### config.mk
export PLATFORM = sky130hd
export DESIGN_NAME = wav_pcm16_stream_parser
export DESIGN_NICKNAME = d
export VERILOG_FILES = /design/src/sv/wps_pkg.sv /design/src/sv/wps_gain.sv /design/src/sv/wps_parser.sv /design/src/sv/wps_top_placeholder_unused.sv /design/src/sv/wav_pcm16_stream_parser.sv
export SDC_FILE = /design/constraint.sdc
export NUM_CORES = 2
export LEC_CHECK = 0
export ABC_AREA = 1
export BUFFER_PORTS_ARGS = -buffer_cell sky130_fd_sc_hd__clkbuf_2
export CAP_MARGIN = 25
export CORE_ASPECT_RATIO = 0.6
export CORE_UTILIZATION = 55
export DETAILED_ROUTE_END_ITERATION = 8
export GPL_TIMING_DRIVEN = 1
export PLACE_DENSITY = 0.78
export SLEW_MARGIN = 0
export SYNTH_ARGS = -nofsm -noshare
export SYNTH_HDL_FRONTEND = slang
export SYNTH_SLANG_ARGS = --single-unit
### constraint.sdc
create_clock -name clk -period 7.5 [get_ports clk]
set_input_delay 0.375 -clock clk [delete_from_list [all_inputs] [get_ports clk]]
set_output_delay 0.375 -clock clk [all_outputs]
set_load 0.01 [all_outputs]
### src/sv/wps_pkg.sv
// Shared types, phase codes and status codes of the WAV PCM16 stream parser.
package wps_pkg;

	localparam logic [3:0] PH_RIFF  = 4'd0;
	localparam logic [3:0] PH_RSIZE = 4'd1;
	localparam logic [3:0] PH_WAVE  = 4'd2;
	localparam logic [3:0] PH_HDR   = 4'd3;
	localparam logic [3:0] PH_SKIP  = 4'd4;
	localparam logic [3:0] PH_FMT   = 4'd5;
	localparam logic [3:0] PH_PAD   = 4'd6;
	localparam logic [3:0] PH_DATA  = 4'd7;
	localparam logic [3:0] PH_DRAIN = 4'd8;

	localparam logic [31:0] TAG_RIFF = 32'h5249_4646;
	localparam logic [31:0] TAG_WAVE = 32'h5741_5645;
	localparam logic [31:0] TAG_FMT  = 32'h666D_7420;
	localparam logic [31:0] TAG_DATA = 32'h6461_7461;

	localparam logic [2:0] ST_FRAME     = 3'd0;
	localparam logic [2:0] ST_EMPTY     = 3'd1;
	localparam logic [2:0] ST_NOT_RIFF  = 3'd2;
	localparam logic [2:0] ST_NOT_PCM   = 3'd3;
	localparam logic [2:0] ST_NOT_16BIT = 3'd4;
	localparam logic [2:0] ST_BAD_CHAN  = 3'd5;
	localparam logic [2:0] ST_TRUNC     = 3'd6;

	localparam logic [15:0] GAIN_RESET = 16'd2048;

	typedef struct packed {
		logic [15:0] left;
		logic [15:0] right;
		logic [2:0]  status;
		logic        last_frame;
		logic [31:0] rate_hz;
		logic [15:0] channel_count;
	} wps_res_t;

endpackage

### src/sv/wps_gain.sv
// Q4.12 gain stage: signed sample times unsigned gain, truncated toward zero and saturated.
module wps_gain (
	input  logic [15:0] sample,
	input  logic [15:0] gain,
	output logic [15:0] scaled
);

	logic signed [32:0] prod;
	logic signed [32:0] biased;
	logic signed [20:0] quot;

	always_comb begin
		prod   = $signed({{17{sample[15]}}, sample}) * $signed({17'd0, gain});
		biased = prod + (prod[32] ? 33'sd4095 : 33'sd0);
		quot   = biased[32:12];
		if (quot > 21'sd32767) begin
			scaled = 16'h7FFF;
		end else if (quot < -21'sd32768) begin
			scaled = 16'h8000;
		end else begin
			scaled = quot[15:0];
		end
	end

endmodule

### src/sv/wps_parser.sv
// Byte-level RIFF/WAVE chunk walker that captures the format and assembles raw frames.
module wps_parser (
	input  logic              clk,
	input  logic              arst_n,
	input  logic              in_acc,
	input  logic [7:0]        in_byte,
	input  logic              in_last,
	output logic              res_fire,
	output wps_pkg::wps_res_t res
);

	logic [3:0]  phase_q, phase_d;
	logic [31:0] cnt_q, cnt_d;
	logic [31:0] tag_q, tag_d;
	logic [31:0] len_q, len_d;
	logic [15:0] fmt_q, fmt_d;
	logic [15:0] chan_q, chan_d;
	logic [31:0] rate_q, rate_d;
	logic [15:0] bits_q, bits_d;
	logic        fv_q, fv_d;
	logic [23:0] asm_q, asm_d;
	logic [1:0]  fbi_q, fbi_d;

	logic [31:0] cnt_inc;
	logic [31:0] usable;
	logic        mono;
	logic        done;

	always_comb begin
		phase_d = phase_q;
		cnt_d   = cnt_q;
		tag_d   = tag_q;
		len_d   = len_q;
		fmt_d   = fmt_q;
		chan_d  = chan_q;
		rate_d  = rate_q;
		bits_d  = bits_q;
		fv_d    = fv_q;
		asm_d   = asm_q;
		fbi_d   = fbi_q;
		res_fire         = 1'b0;
		res.left         = 16'd0;
		res.right        = 16'd0;
		res.status       = wps_pkg::ST_FRAME;
		res.last_frame   = 1'b0;
		cnt_inc = cnt_q + 32'd1;
		mono    = (chan_q == 16'd1);
		usable  = mono ? {len_q[31:1], 1'b0} : {len_q[31:2], 2'b00};
		done    = 1'b0;

		case (phase_q)
			wps_pkg::PH_RIFF, wps_pkg::PH_WAVE: begin
				tag_d = {tag_q[23:0], in_byte};
				cnt_d = cnt_inc;
				if (cnt_inc >= 32'd4) begin
					if (tag_d != ((phase_q == wps_pkg::PH_RIFF) ? wps_pkg::TAG_RIFF
						: wps_pkg::TAG_WAVE)) begin
						res_fire   = 1'b1;
						res.status = wps_pkg::ST_NOT_RIFF;
						phase_d    = wps_pkg::PH_DRAIN;
					end else begin
						phase_d = (phase_q == wps_pkg::PH_RIFF) ? wps_pkg::PH_RSIZE
							: wps_pkg::PH_HDR;
						len_d   = 32'd0;
					end
					cnt_d = 32'd0;
				end
			end
			wps_pkg::PH_RSIZE: begin
				cnt_d = cnt_inc;
				if (cnt_inc >= 32'd4) begin
					phase_d = wps_pkg::PH_WAVE;
					cnt_d   = 32'd0;
				end
			end
			wps_pkg::PH_HDR: begin
				if (cnt_q < 32'd4) begin
					tag_d = {tag_q[23:0], in_byte};
				end else begin
					case (cnt_q[1:0])
						2'd0:    len_d[7:0]   = in_byte;
						2'd1:    len_d[15:8]  = in_byte;
						2'd2:    len_d[23:16] = in_byte;
						default: len_d[31:24] = in_byte;
					endcase
				end
				cnt_d = cnt_inc;
				if (cnt_inc >= 32'd8) begin
					cnt_d = 32'd0;
					if (tag_d == wps_pkg::TAG_DATA) begin
						if (!fv_q || fmt_q != 16'd1) begin
							res_fire   = 1'b1;
							res.status = wps_pkg::ST_NOT_PCM;
							phase_d    = wps_pkg::PH_DRAIN;
						end else if (bits_q != 16'd16) begin
							res_fire   = 1'b1;
							res.status = wps_pkg::ST_NOT_16BIT;
							phase_d    = wps_pkg::PH_DRAIN;
						end else if (chan_q != 16'd1 && chan_q != 16'd2) begin
							res_fire   = 1'b1;
							res.status = wps_pkg::ST_BAD_CHAN;
							phase_d    = wps_pkg::PH_DRAIN;
						end else if (len_d < (mono ? 32'd2 : 32'd4)) begin
							res_fire   = 1'b1;
							res.status = wps_pkg::ST_EMPTY;
							phase_d    = wps_pkg::PH_DRAIN;
						end else begin
							phase_d = wps_pkg::PH_DATA;
							fbi_d   = 2'd0;
							asm_d   = 24'd0;
						end
					end else if (tag_d == wps_pkg::TAG_FMT && len_d >= 32'd16) begin
						phase_d = wps_pkg::PH_FMT;
					end else if (len_d == 32'd0) begin
						phase_d = wps_pkg::PH_HDR;
					end else begin
						phase_d = wps_pkg::PH_SKIP;
					end
				end
			end
			wps_pkg::PH_FMT: begin
				if (cnt_q[31:4] == 28'd0) begin
					case (cnt_q[3:0])
						4'd0:  fmt_d[7:0]    = in_byte;
						4'd1:  fmt_d[15:8]   = in_byte;
						4'd2:  chan_d[7:0]   = in_byte;
						4'd3:  chan_d[15:8]  = in_byte;
						4'd4:  rate_d[7:0]   = in_byte;
						4'd5:  rate_d[15:8]  = in_byte;
						4'd6:  rate_d[23:16] = in_byte;
						4'd7:  rate_d[31:24] = in_byte;
						4'd14: bits_d[7:0]   = in_byte;
						4'd15: begin
							bits_d[15:8] = in_byte;
							fv_d         = 1'b1;
						end
						default: ;
					endcase
				end
				cnt_d = cnt_inc;
				done  = (cnt_inc >= len_q);
			end
			wps_pkg::PH_SKIP: begin
				cnt_d = cnt_inc;
				done  = (cnt_inc >= len_q);
			end
			wps_pkg::PH_PAD: begin
				phase_d = wps_pkg::PH_HDR;
				cnt_d   = 32'd0;
				len_d   = 32'd0;
			end
			wps_pkg::PH_DATA: begin
				case (fbi_q)
					2'd0:    asm_d[7:0]   = in_byte;
					2'd1:    asm_d[15:8]  = in_byte;
					2'd2:    asm_d[23:16] = in_byte;
					default: ;
				endcase
				fbi_d = fbi_q + 2'd1;
				cnt_d = cnt_inc;
				if (fbi_q == 2'd3 || (mono && fbi_q == 2'd1)) begin
					res_fire       = 1'b1;
					res.left       = mono ? {in_byte, asm_q[7:0]} : asm_q[15:0];
					res.right      = mono ? {in_byte, asm_q[7:0]} : {in_byte, asm_q[23:16]};
					res.last_frame = (cnt_inc >= usable);
					fbi_d          = 2'd0;
					if (cnt_inc >= usable) begin
						phase_d = wps_pkg::PH_DRAIN;
						cnt_d   = 32'd0;
					end
				end
			end
			default: ;
		endcase

		if (done) begin
			phase_d = len_q[0] ? wps_pkg::PH_PAD : wps_pkg::PH_HDR;
			cnt_d   = 32'd0;
		end

		res.rate_hz       = rate_d;
		res.channel_count = chan_d;

		if (in_last) begin
			if (phase_d != wps_pkg::PH_DRAIN) begin
				res_fire       = 1'b1;
				res.status     = wps_pkg::ST_TRUNC;
				res.left       = 16'd0;
				res.right      = 16'd0;
				res.last_frame = 1'b0;
			end
			phase_d = wps_pkg::PH_RIFF;
			cnt_d   = 32'd0;
			tag_d   = 32'd0;
			len_d   = 32'd0;
			fmt_d   = 16'd0;
			chan_d  = 16'd0;
			rate_d  = 32'd0;
			bits_d  = 16'd0;
			fv_d    = 1'b0;
			asm_d   = 24'd0;
			fbi_d   = 2'd0;
		end
	end

	always_ff @(posedge clk or negedge arst_n) begin
		if (!arst_n) begin
			phase_q <= wps_pkg::PH_RIFF;
			cnt_q   <= 32'd0;
			tag_q   <= 32'd0;
			len_q   <= 32'd0;
			fmt_q   <= 16'd0;
			chan_q  <= 16'd0;
			rate_q  <= 32'd0;
			bits_q  <= 16'd0;
			fv_q    <= 1'b0;
			asm_q   <= 24'd0;
			fbi_q   <= 2'd0;
		end else if (in_acc) begin
			phase_q <= phase_d;
			cnt_q   <= cnt_d;
			tag_q   <= tag_d;
			len_q   <= len_d;
			fmt_q   <= fmt_d;
			chan_q  <= chan_d;
			rate_q  <= rate_d;
			bits_q  <= bits_d;
			fv_q    <= fv_d;
			asm_q   <= asm_d;
			fbi_q   <= fbi_d;
		end
	end

	// A partial frame can only exist while sample data is being collected.
	a_fbi_in_data: assert property (@(posedge clk) disable iff (!arst_n)
		phase_q != wps_pkg::PH_DATA |-> fbi_q == 2'd0)
		else $error("frame byte index set outside the data chunk");

endmodule

### src/sv/wps_top_placeholder_unused.sv
// Stream skid-free output register helper that holds one result word for the receiver.
module wps_outreg (
	input  logic              clk,
	input  logic              arst_n,
	input  logic              load,
	input  logic              take,
	input  wps_pkg::wps_res_t din,
	output logic              vld,
	output wps_pkg::wps_res_t dout
);

	always_ff @(posedge clk or negedge arst_n) begin
		if (!arst_n) begin
			vld <= 1'b0;
		end else if (take || !vld) begin
			vld <= load;
		end
	end

	always_ff @(posedge clk) begin
		if ((take || !vld) && load) begin
			dout <= din;
		end
	end

endmodule

### src/sv/wav_pcm16_stream_parser.sv
// Top level of the WAV PCM16 stream parser with Q4.12 gain.
//
// The slave channel takes one word per file byte: s_tdata holds the byte and s_tlast
// marks the final byte of the file. The master channel gives one word per result:
// a stereo frame (mono is copied to both sides) or a status code in m_tuser, with
// m_tlast on the final frame of the data chunk. Frames are emitted as they arrive;
// a file that ends before its data chunk is complete gives a truncation status at
// its last byte, and the parser then waits for a new RIFF header.
// The gain register is written through cfg_we and cfg_wdata; the user must do this only
// while the block is idle, as the block does not enforce it. A byte is taken every cycle
// while s_tready is high. A result is registered first in the middle stage after the
// chunk walker and frame assembly, then in the output register after the gain multiply
// and saturation. Reset clears the parser state, both stages and sets the gain to one half.
// When the receiver stalls, the output register holds its word, the middle stage
// can still take one more result, and s_tready drops only once both are full.
module wav_pcm16_stream_parser (
	input  logic        clk,
	input  logic        arst_n,
	input  logic        s_tvalid,
	output logic        s_tready,
	input  logic [7:0]  s_tdata,   // Bits 7:0 wav_byte.
	input  logic        s_tlast,
	output logic        m_tvalid,
	input  logic        m_tready,
	output logic [79:0] m_tdata,   // Bits 15:0 left, 31:16 right, 63:32 rate_hz, 79:64 channels.
	output logic [2:0]  m_tuser,   // Bits 2:0 status.
	output logic        m_tlast,
	input  logic        cfg_we,
	input  logic [15:0] cfg_wdata
);

	logic              s_acc;
	logic              ready_s2;
	logic              res_fire;
	wps_pkg::wps_res_t res;
	logic              vld_s1;
	wps_pkg::wps_res_t res_s1;
	wps_pkg::wps_res_t scl_s1;
	wps_pkg::wps_res_t res_s2;
	logic [15:0]       gain_q;

	assign ready_s2 = !m_tvalid || m_tready;
	assign s_tready = !vld_s1 || ready_s2;
	assign s_acc    = s_tvalid && s_tready;

	always_ff @(posedge clk or negedge arst_n) begin
		if (!arst_n) begin
			gain_q <= wps_pkg::GAIN_RESET;
		end else if (cfg_we) begin
			gain_q <= cfg_wdata;
		end
	end

	wps_parser u_parser (
		.clk      (clk),
		.arst_n   (arst_n),
		.in_acc   (s_acc),
		.in_byte  (s_tdata),
		.in_last  (s_tlast),
		.res_fire (res_fire),
		.res      (res)
	);

	always_ff @(posedge clk or negedge arst_n) begin
		if (!arst_n) begin
			vld_s1 <= 1'b0;
		end else if (s_tready) begin
			vld_s1 <= s_acc && res_fire;
		end
	end

	always_ff @(posedge clk) begin
		if (s_acc && res_fire) begin
			res_s1 <= res;
		end
	end

	wps_gain u_gain_l (
		.sample (res_s1.left),
		.gain   (gain_q),
		.scaled (scl_s1.left)
	);

	wps_gain u_gain_r (
		.sample (res_s1.right),
		.gain   (gain_q),
		.scaled (scl_s1.right)
	);

	assign scl_s1.status        = res_s1.status;
	assign scl_s1.last_frame    = res_s1.last_frame;
	assign scl_s1.rate_hz       = res_s1.rate_hz;
	assign scl_s1.channel_count = res_s1.channel_count;

	wps_outreg u_out (
		.clk    (clk),
		.arst_n (arst_n),
		.load   (vld_s1),
		.take   (m_tready),
		.din    (scl_s1),
		.vld    (m_tvalid),
		.dout   (res_s2)
	);

	assign m_tdata = {res_s2.channel_count, res_s2.rate_hz, res_s2.right, res_s2.left};
	assign m_tuser = res_s2.status;
	assign m_tlast = res_s2.last_frame;

	// Status words carry no audio and never end a frame sequence.
	a_status_zero: assert property (@(posedge clk) disable iff (!arst_n)
		m_tvalid && m_tuser != wps_pkg::ST_FRAME |-> m_tdata[31:0] == 32'd0 && !m_tlast)
		else $error("status word carries sample data or a frame end mark");

	// Mono frames must present the same sample on both sides.
	a_mono_copy: assert property (@(posedge clk) disable iff (!arst_n)
		m_tvalid && m_tuser == wps_pkg::ST_FRAME && m_tdata[79:64] == 16'd1
		|-> m_tdata[15:0] == m_tdata[31:16])
		else $error("mono frame with differing left and right samples");

	// A result held in the middle stage must not be lost while the output stalls.
	a_s1_hold: assert property (@(posedge clk) disable iff (!arst_n)
		vld_s1 && !ready_s2 |=> vld_s1 && $stable(res_s1))
		else $error("middle stage result dropped or changed during a stall");

endmodule

# ---- Word level (Yosys, flattened, before mapping)
# Cells that the tools add are included.
dict set report word_totals {
  input_bits 30
  register_bits 393
  out_inout_bits 86
}
dict set report classes {
  order_cmp 11
  n_reduce_logical 44
  n_eq_ne 41
  muxes 122
  n_mul 2
  add_sub_neg 4
}
# cell count
set ops {}
lappend ops {{$mux 32} 19}
lappend ops {{$mux 16} 12}
lappend ops {{$mux 24} 7}
lappend ops {{$pmux 32 s5} 1}
lappend ops {{$mux 8} 18}
lappend ops {{$pmux 32 s3} 1}
lappend ops {{$mux 36} 2}
lappend ops {{$add 33x33->33} 2}
lappend ops {{$mul 16x17->33} 2}
lappend ops {{$eq 32x31->1 const B} 2}
lappend ops {{$ge 32x32->1} 2}
lappend ops {{$pmux 32 s2} 1}
lappend ops {{$mux 4} 14}
lappend ops {{$pmux 24 s2} 1}
lappend ops {{$gt 21x16->1 const B} 2}
lappend ops {{$lt 21x16->1 const B} 2}
lappend ops {{$add 32x1->32 const B} 1}
lappend ops {{$eq 4x3->1 const B} 8}
lappend ops {{$ge 32x3->1 const B} 1}
lappend ops {{$ge 32x4->1 const B} 1}
lappend ops {{$ge 32x5->1 const B} 1}
lappend ops {{$logic_not 32->1} 1}
lappend ops {{$lt 32x3->1 const B} 1}
lappend ops {{$lt 32x32->1} 1}
lappend ops {{39 further kinds} 121}

# ---- Longest topological paths before layout
dict set report depth {
  depth_word 18
  depth_mapped 47
  mapped_depth_nobuf 44
}

# ---- Modules after synthesis
# A second synthesis with hierarchy kept.
dict set report unflattened {
  hier_cells 5636
  area_unflattened_um2 42249.3
}
# mod area_each_um2 seq_area_each_um2 n_inst cells_each
set by_module_without_submodules {}
lappend by_module_without_submodules {wps_parser 14501.4 5180.0 1 2183}
lappend by_module_without_submodules {{wps_gain (u_gain_l)} 10990.5 0.0 1 1602}
lappend by_module_without_submodules {{wps_gain (u_gain_r)} 10955.5 0.0 1 1601}
lappend by_module_without_submodules {wav_pcm16_stream_parser 3230.6 2949.1 1 160}
lappend by_module_without_submodules {wps_outreg 2571.2 2547.4 1 90}

# ---- Least setup slack after synthesis
# OpenSTA, ideal clock, no wires.
dict set report synth_path {
  path_type {reg-to-reg}
  startpoint {register gain_q[11]}
  endpoint {register u_out.dout[76] (netlist name), data pin}
  arrival_time_ns 7.108
  slack_ns 0.138
  setup_ns 0.253
  path_stages_with_launch 39
  n_path_buf 4
  period_less_slack_ns 7.362
  path_cell_list {dfstp_2 -> clkbuf_1 -> clkbuf_1 -> nand2_1 -> fa_1 -> fa_1 -> inv_1 -> fa_1 -> fa_1 -> fa_1 -> inv_1 -> fa_1 -> inv_1 -> ha_1 -> a21oi_1 -> o21ai_0 -> nand2_1 -> nand2_1 -> [3 not listed] -> nand2_1 -> buf_4 -> ha_1 -> a21oi_1 -> nor2_1 -> a211oi_1 -> nand2_1 -> nand2_1 -> nand3_1 -> nand3_1 -> nand2_1 -> inv_1 -> nor2_1 -> nand2_1 -> nand2_1 -> buf_4 -> nand2_1 -> nand2_1}
}
dict set report synth_between {
  elab_chain_cells 5
}
# element line_no
set synth_rtl {}
lappend synth_rtl {{start, declared} wav_pcm16_stream_parser.sv:40} ;# logic [15:0] gain_q;
lappend synth_rtl {{start signal, assigned} wav_pcm16_stream_parser.sv:48} ;# gain_q <= wps_pkg::GAIN_RESET;
lappend synth_rtl {{start signal, assigned} wav_pcm16_stream_parser.sv:50} ;# gain_q <= cfg_wdata;
lappend synth_rtl {{$mul 16x17->33 *} wps_gain.sv:13} ;# prod = $signed({{17{sample[15]}}, sample}) * $signed({17'd0, gain});
lappend synth_rtl {{$mux 12} wps_gain.sv:14} ;# biased = prod + (prod[32] ? 33'sd4095 : 33'sd0);
lappend synth_rtl {{$add 33x33->33 *} wps_gain.sv:14}
lappend synth_rtl {{$lt 21x16->1} wps_gain.sv:18} ;# end else if (quot < -21'sd32768) begin
lappend synth_rtl {{$mux 16} wps_gain.sv:18}
lappend synth_rtl {{end signal, assigned} wps_top_placeholder_unused.sv:22} ;# dout <= din;
lappend synth_rtl {{end, declared} wps_top_placeholder_unused.sv:9} ;# output wps_pkg::wps_res_t dout
# Mark *: on every way between the ends. The rest lies on a longest branch, timed or not.
# A chain may end at the register's enable or synchronous reset.

# ---- Final worst setup path
dict set report layout_path {
  startpoint {register gain_q[11]}
  endpoint {register u_out.dout[57] (netlist name), data pin}
}
# The elaborated chain is that of the path after synthesis.

==> flow_metrics.py <==
metrics = {
    "sta": {
        "fin_crit_sh_pct": 97.9,
        "relSlewSlack_pct": 35.0,
        "slew_violations": 0,
        "skew_ns": 0.0237,
        "hold_violations": 0,
        "setup_slack_ns": 0.156,
        "setup_violations": 0,
        "hold_slack_ns": 0.0657,
        "worstMarginPinSlew_ns": 0.972,
        "max_freq_ghz": 0.136,
        "min_period_ns": 7.34,
    },
    "logic_synthesis": {
        "syn_inst": 5353,
        "synth_area_um2": 40800,
        "yosysUniqueCellTypes": 60,
        "synth-simple-area-share_pct": 21.4,
        "yosys_most_used_dff": "dfrtp_1",
        "muxShareOfSynthArea_pct": 0.276,
        "synth-seq-cells": 393,
        "synth_top_family_by_area": "adder cells",
        "synthArstFlopShare_pct": 57.3,
        "synth-xor-area-share_pct": 1.67,
        "syn_area_per_cell_um2": 7.62,
        "netlist.area_leader.share_pct": 19.0,
        "yosysTopAreaCell": "fa_1",
        "synth-adder-area-share_pct": 28.2,
        "synth_fp_nets": 6069,
        "yosysWarnings": 0,
        "synth_compound_area_share_pct": 8.70,
        "synth_edf_count": 168,
        "seq_area_frac_synth_pct": 26.2,
        "synth.area.top_cells": "fa_1, dfrtp_1, nand2_1",
    },
    "worst_hold_path": {
        "hold-path-endpoint": "u_out.vld$_DFFE_PN0P_",
        "min_from": "m_tready",
        "whs_path_depth": 4,
        "min_path_type": "in2reg",
    },
    "final_layout": {
        "final_cell_mix": "nand2_1, inv_1, fa_1",
        "nets": 6328,
        "final_common_cell": "nand2_1",
        "synthToLayoutAreaGrowth_pct": 15.4,
        "final_layout_size_suffix_gt1_share_pct": 14.8,
        "stdcell_count": 6621,
    },
    "detailed_routing": {
        "vias_per_cell": 5.48,
        "drc": 0,
        "drt_wl_total_um": 117000,
        "firstDrtPassIters": 7,
        "drt-initial-drc-count": 4178,
        "vias": 36300,
        "postRouteAntennaNets": 0,
        "wire_per_inst_um": 17.7,
    },
    "placement": {
        "dpl.cell_count": 6469,
        "place.gp.congestion": 1.00,
        "hpwl_um": 87100,
        "port_buffers": 115,
        "dp_slack_ns": -0.156,
    },
    "clock_network": {
        "cts_num_sinks": 393,
        "clock_latency_ns": 0.61,
        "numCtsBuffers": 42,
        "h-tree-depth": 2,
        "cts-root-buf": "clkbuf_16",
        "clockBufferDepth": 3,
        "clk_pin_slew_worst_paths_ns": 0.06,
        "cts_tree": "yes",
    },
    "setup_path": {
        "crit_required_ns": 7.85,
        "reg2reg_depth": 38,
        "critPathMostFrequentCell": "nand2_1",
        "worst-path-max-fanout": 7,
        "cpMaxStageDelayCell": "dfstp_2",
        "critPathMaxStageDelay_ns": 0.60,
        "start_kind": "flip-flop",
        "reg2reg_from": "gain_q[11]$_DFFE_PN1P_",
        "timing.rr.end": "u_out.dout[57]$_SDFFCE_PN1P_",
        "regToRegSetupSlack_ns": 0.16,
        "cp-startpoint": "gain_q[11]$_DFFE_PN1P_",
        "crit_type": "reg2reg",
        "crit_path_end_kind": "flip-flop",
        "cp.arrival_ns": 7.69,
    },
    "global_routing": {
        "grt_max_degree": 119,
        "gr-total-overflow": 0,
        "grt_antenna_before_repair": 3,
        "groute.usage.overall_pct": 30.6,
        "grt_pass1_wl_um": 183000,
        "grt_pass1_vias": 35300,
    },
    "run": {
        "maxCapViolCount": 0,
    },
    "floorplan": {
        "row_count": 76,
        "die_w_um": 354,
        "die_h_um": 213,
        "initial_core_util_pct": 56.2,
        "coreArea_um2": 72600,
        "io_pins": 116,
        "dieArea_um2": 75300,
    },
    "run_status": {
        "outcome": "finished clean",
    },
}
==> layout make-up <==
cell class / instances / area, um^2
tap: 975 / 1220
multi-input combinational: 3522 / 25900
clock buffer: 52 / 1110
antenna: 1 / 2.50
fill: 5909 / 25400
sequential: 393 / 10700
clock inverter: 25 / 231
inverter: 1221 / 4590
timing repair buffer: 432 / 3420
==> Yosys cell counts, types with 7 or more instances <==
| master | instances |
|---|---|
| nor2_1 | 362 |
| a21oi_1 | 142 |
| nor4_1 | 24 |
| xnor2_1 | 18 |
| nand2_2 | 9 |
| nor2_4 | 15 |
| nand4_1 | 65 |
| o211ai_1 | 7 |
| nand3b_1 | 11 |
| nor3_1 | 45 |
| o221ai_1 | 9 |
| o22ai_1 | 57 |
| clkbuf_1 | 188 |
| mux2_2 | 10 |
| o21ai_1 | 18 |
| nand3_1 | 123 |
| a22oi_1 | 19 |
| a21o_1 | 13 |
| inv_1 | 1209 |
| fa_1 | 388 |
| buf_4 | 10 |
| nor2_2 | 32 |
| a22o_1 | 19 |
| o21a_1 | 19 |
| ha_1 | 298 |
| o21ai_0 | 294 |
| edfxtp_1 | 168 |
| nand2_1 | 1415 |
| buf_6 | 10 |
| dfrtp_1 | 224 |
| xor2_1 | 58 |
==> through the flow <==
step | area [um^2] | TNS (ns) | util [%]
2_1_floorplan | 40800 | 0 | -
3_3_place_gp | 43600 | 0 | 60.1
3_5_place_dp | 43600 | -3.45 | 60.1
4_1_cts | 45100 | 0 | 62.2
5_1_grt | 47100 | -4.32 | 64.9
6_report | 47100 | 0 | 64.9
==> per-layer routing <==
metal  vias up  GRT usage (%)  part of all wire (%)
li1      16900              -                     -
met4         2           9.00                   3.2
met2      1870           44.2                    42
met1     17200           44.7                    43
met5         -              0                  0.11
met3       267           8.49                    12
==> how the worst max path moves through the flow <==
stage / to / slack [ns]
after floorplan: u_out.dout[76]$_SDFFCE_PN1P_ / 0.14
after detailed placement: u_out.dout[53]$_SDFFCE_PN1P_ / -0.16
after CTS: u_out.dout[53]$_SDFFCE_PN1P_ / 0.007
after global placement: u_out.dout[64]$_SDFFCE_PN1P_ / 0.02
after global routing: u_out.dout[52]$_SDFFCE_PN1P_ / -0.18
final: u_out.dout[57]$_SDFFCE_PN1P_ / 0.16
==> cell families after synthesis <==
group / after synthesis
simple gates: 2121
mux: 10
flops: 393
buf+inv: 1439
xor+xnor: 77
compound gates: 627
fa+ha+maj: 686
==> sequential cells by signal (all words and copies together) (netlist names), 4 cells and up <==
signal            flops
res_s1               84
u_out.dout           84
u_parser.cnt_q       32
u_parser.len_q       32
u_parser.rate_q      32
u_parser.tag_q       32
u_parser.asm_q       24
gain_q               16
u_parser.bits_q      16
u_parser.chan_q      16
u_parser.fmt_q       16
u_parser.phase_q      4
==> worst max-delay path: cells and delay by family (launching register included) <==
kind | cells | cell delay, ns
buffers and inverters | 10 | 0.97
flip-flops | 1 | 0.60
adder cells (fa/ha/maj) | 7 | 3.31
AND/OR/NAND/NOR | 21 | 2.22
==> what timing repair did <==
action	4_1_cts	5_1_grt
setup buffers	8	60
resized for setup	15	320
pin swaps	1	152
gates cloned	0	6
hold endpoints to repair	115	0
hold buffers	1	0
setup endpoints to repair	30	32
Power is left out: the tool's default activity adds up to more than one toggle a clock period on the data nets, which glitch-free logic cannot reach.
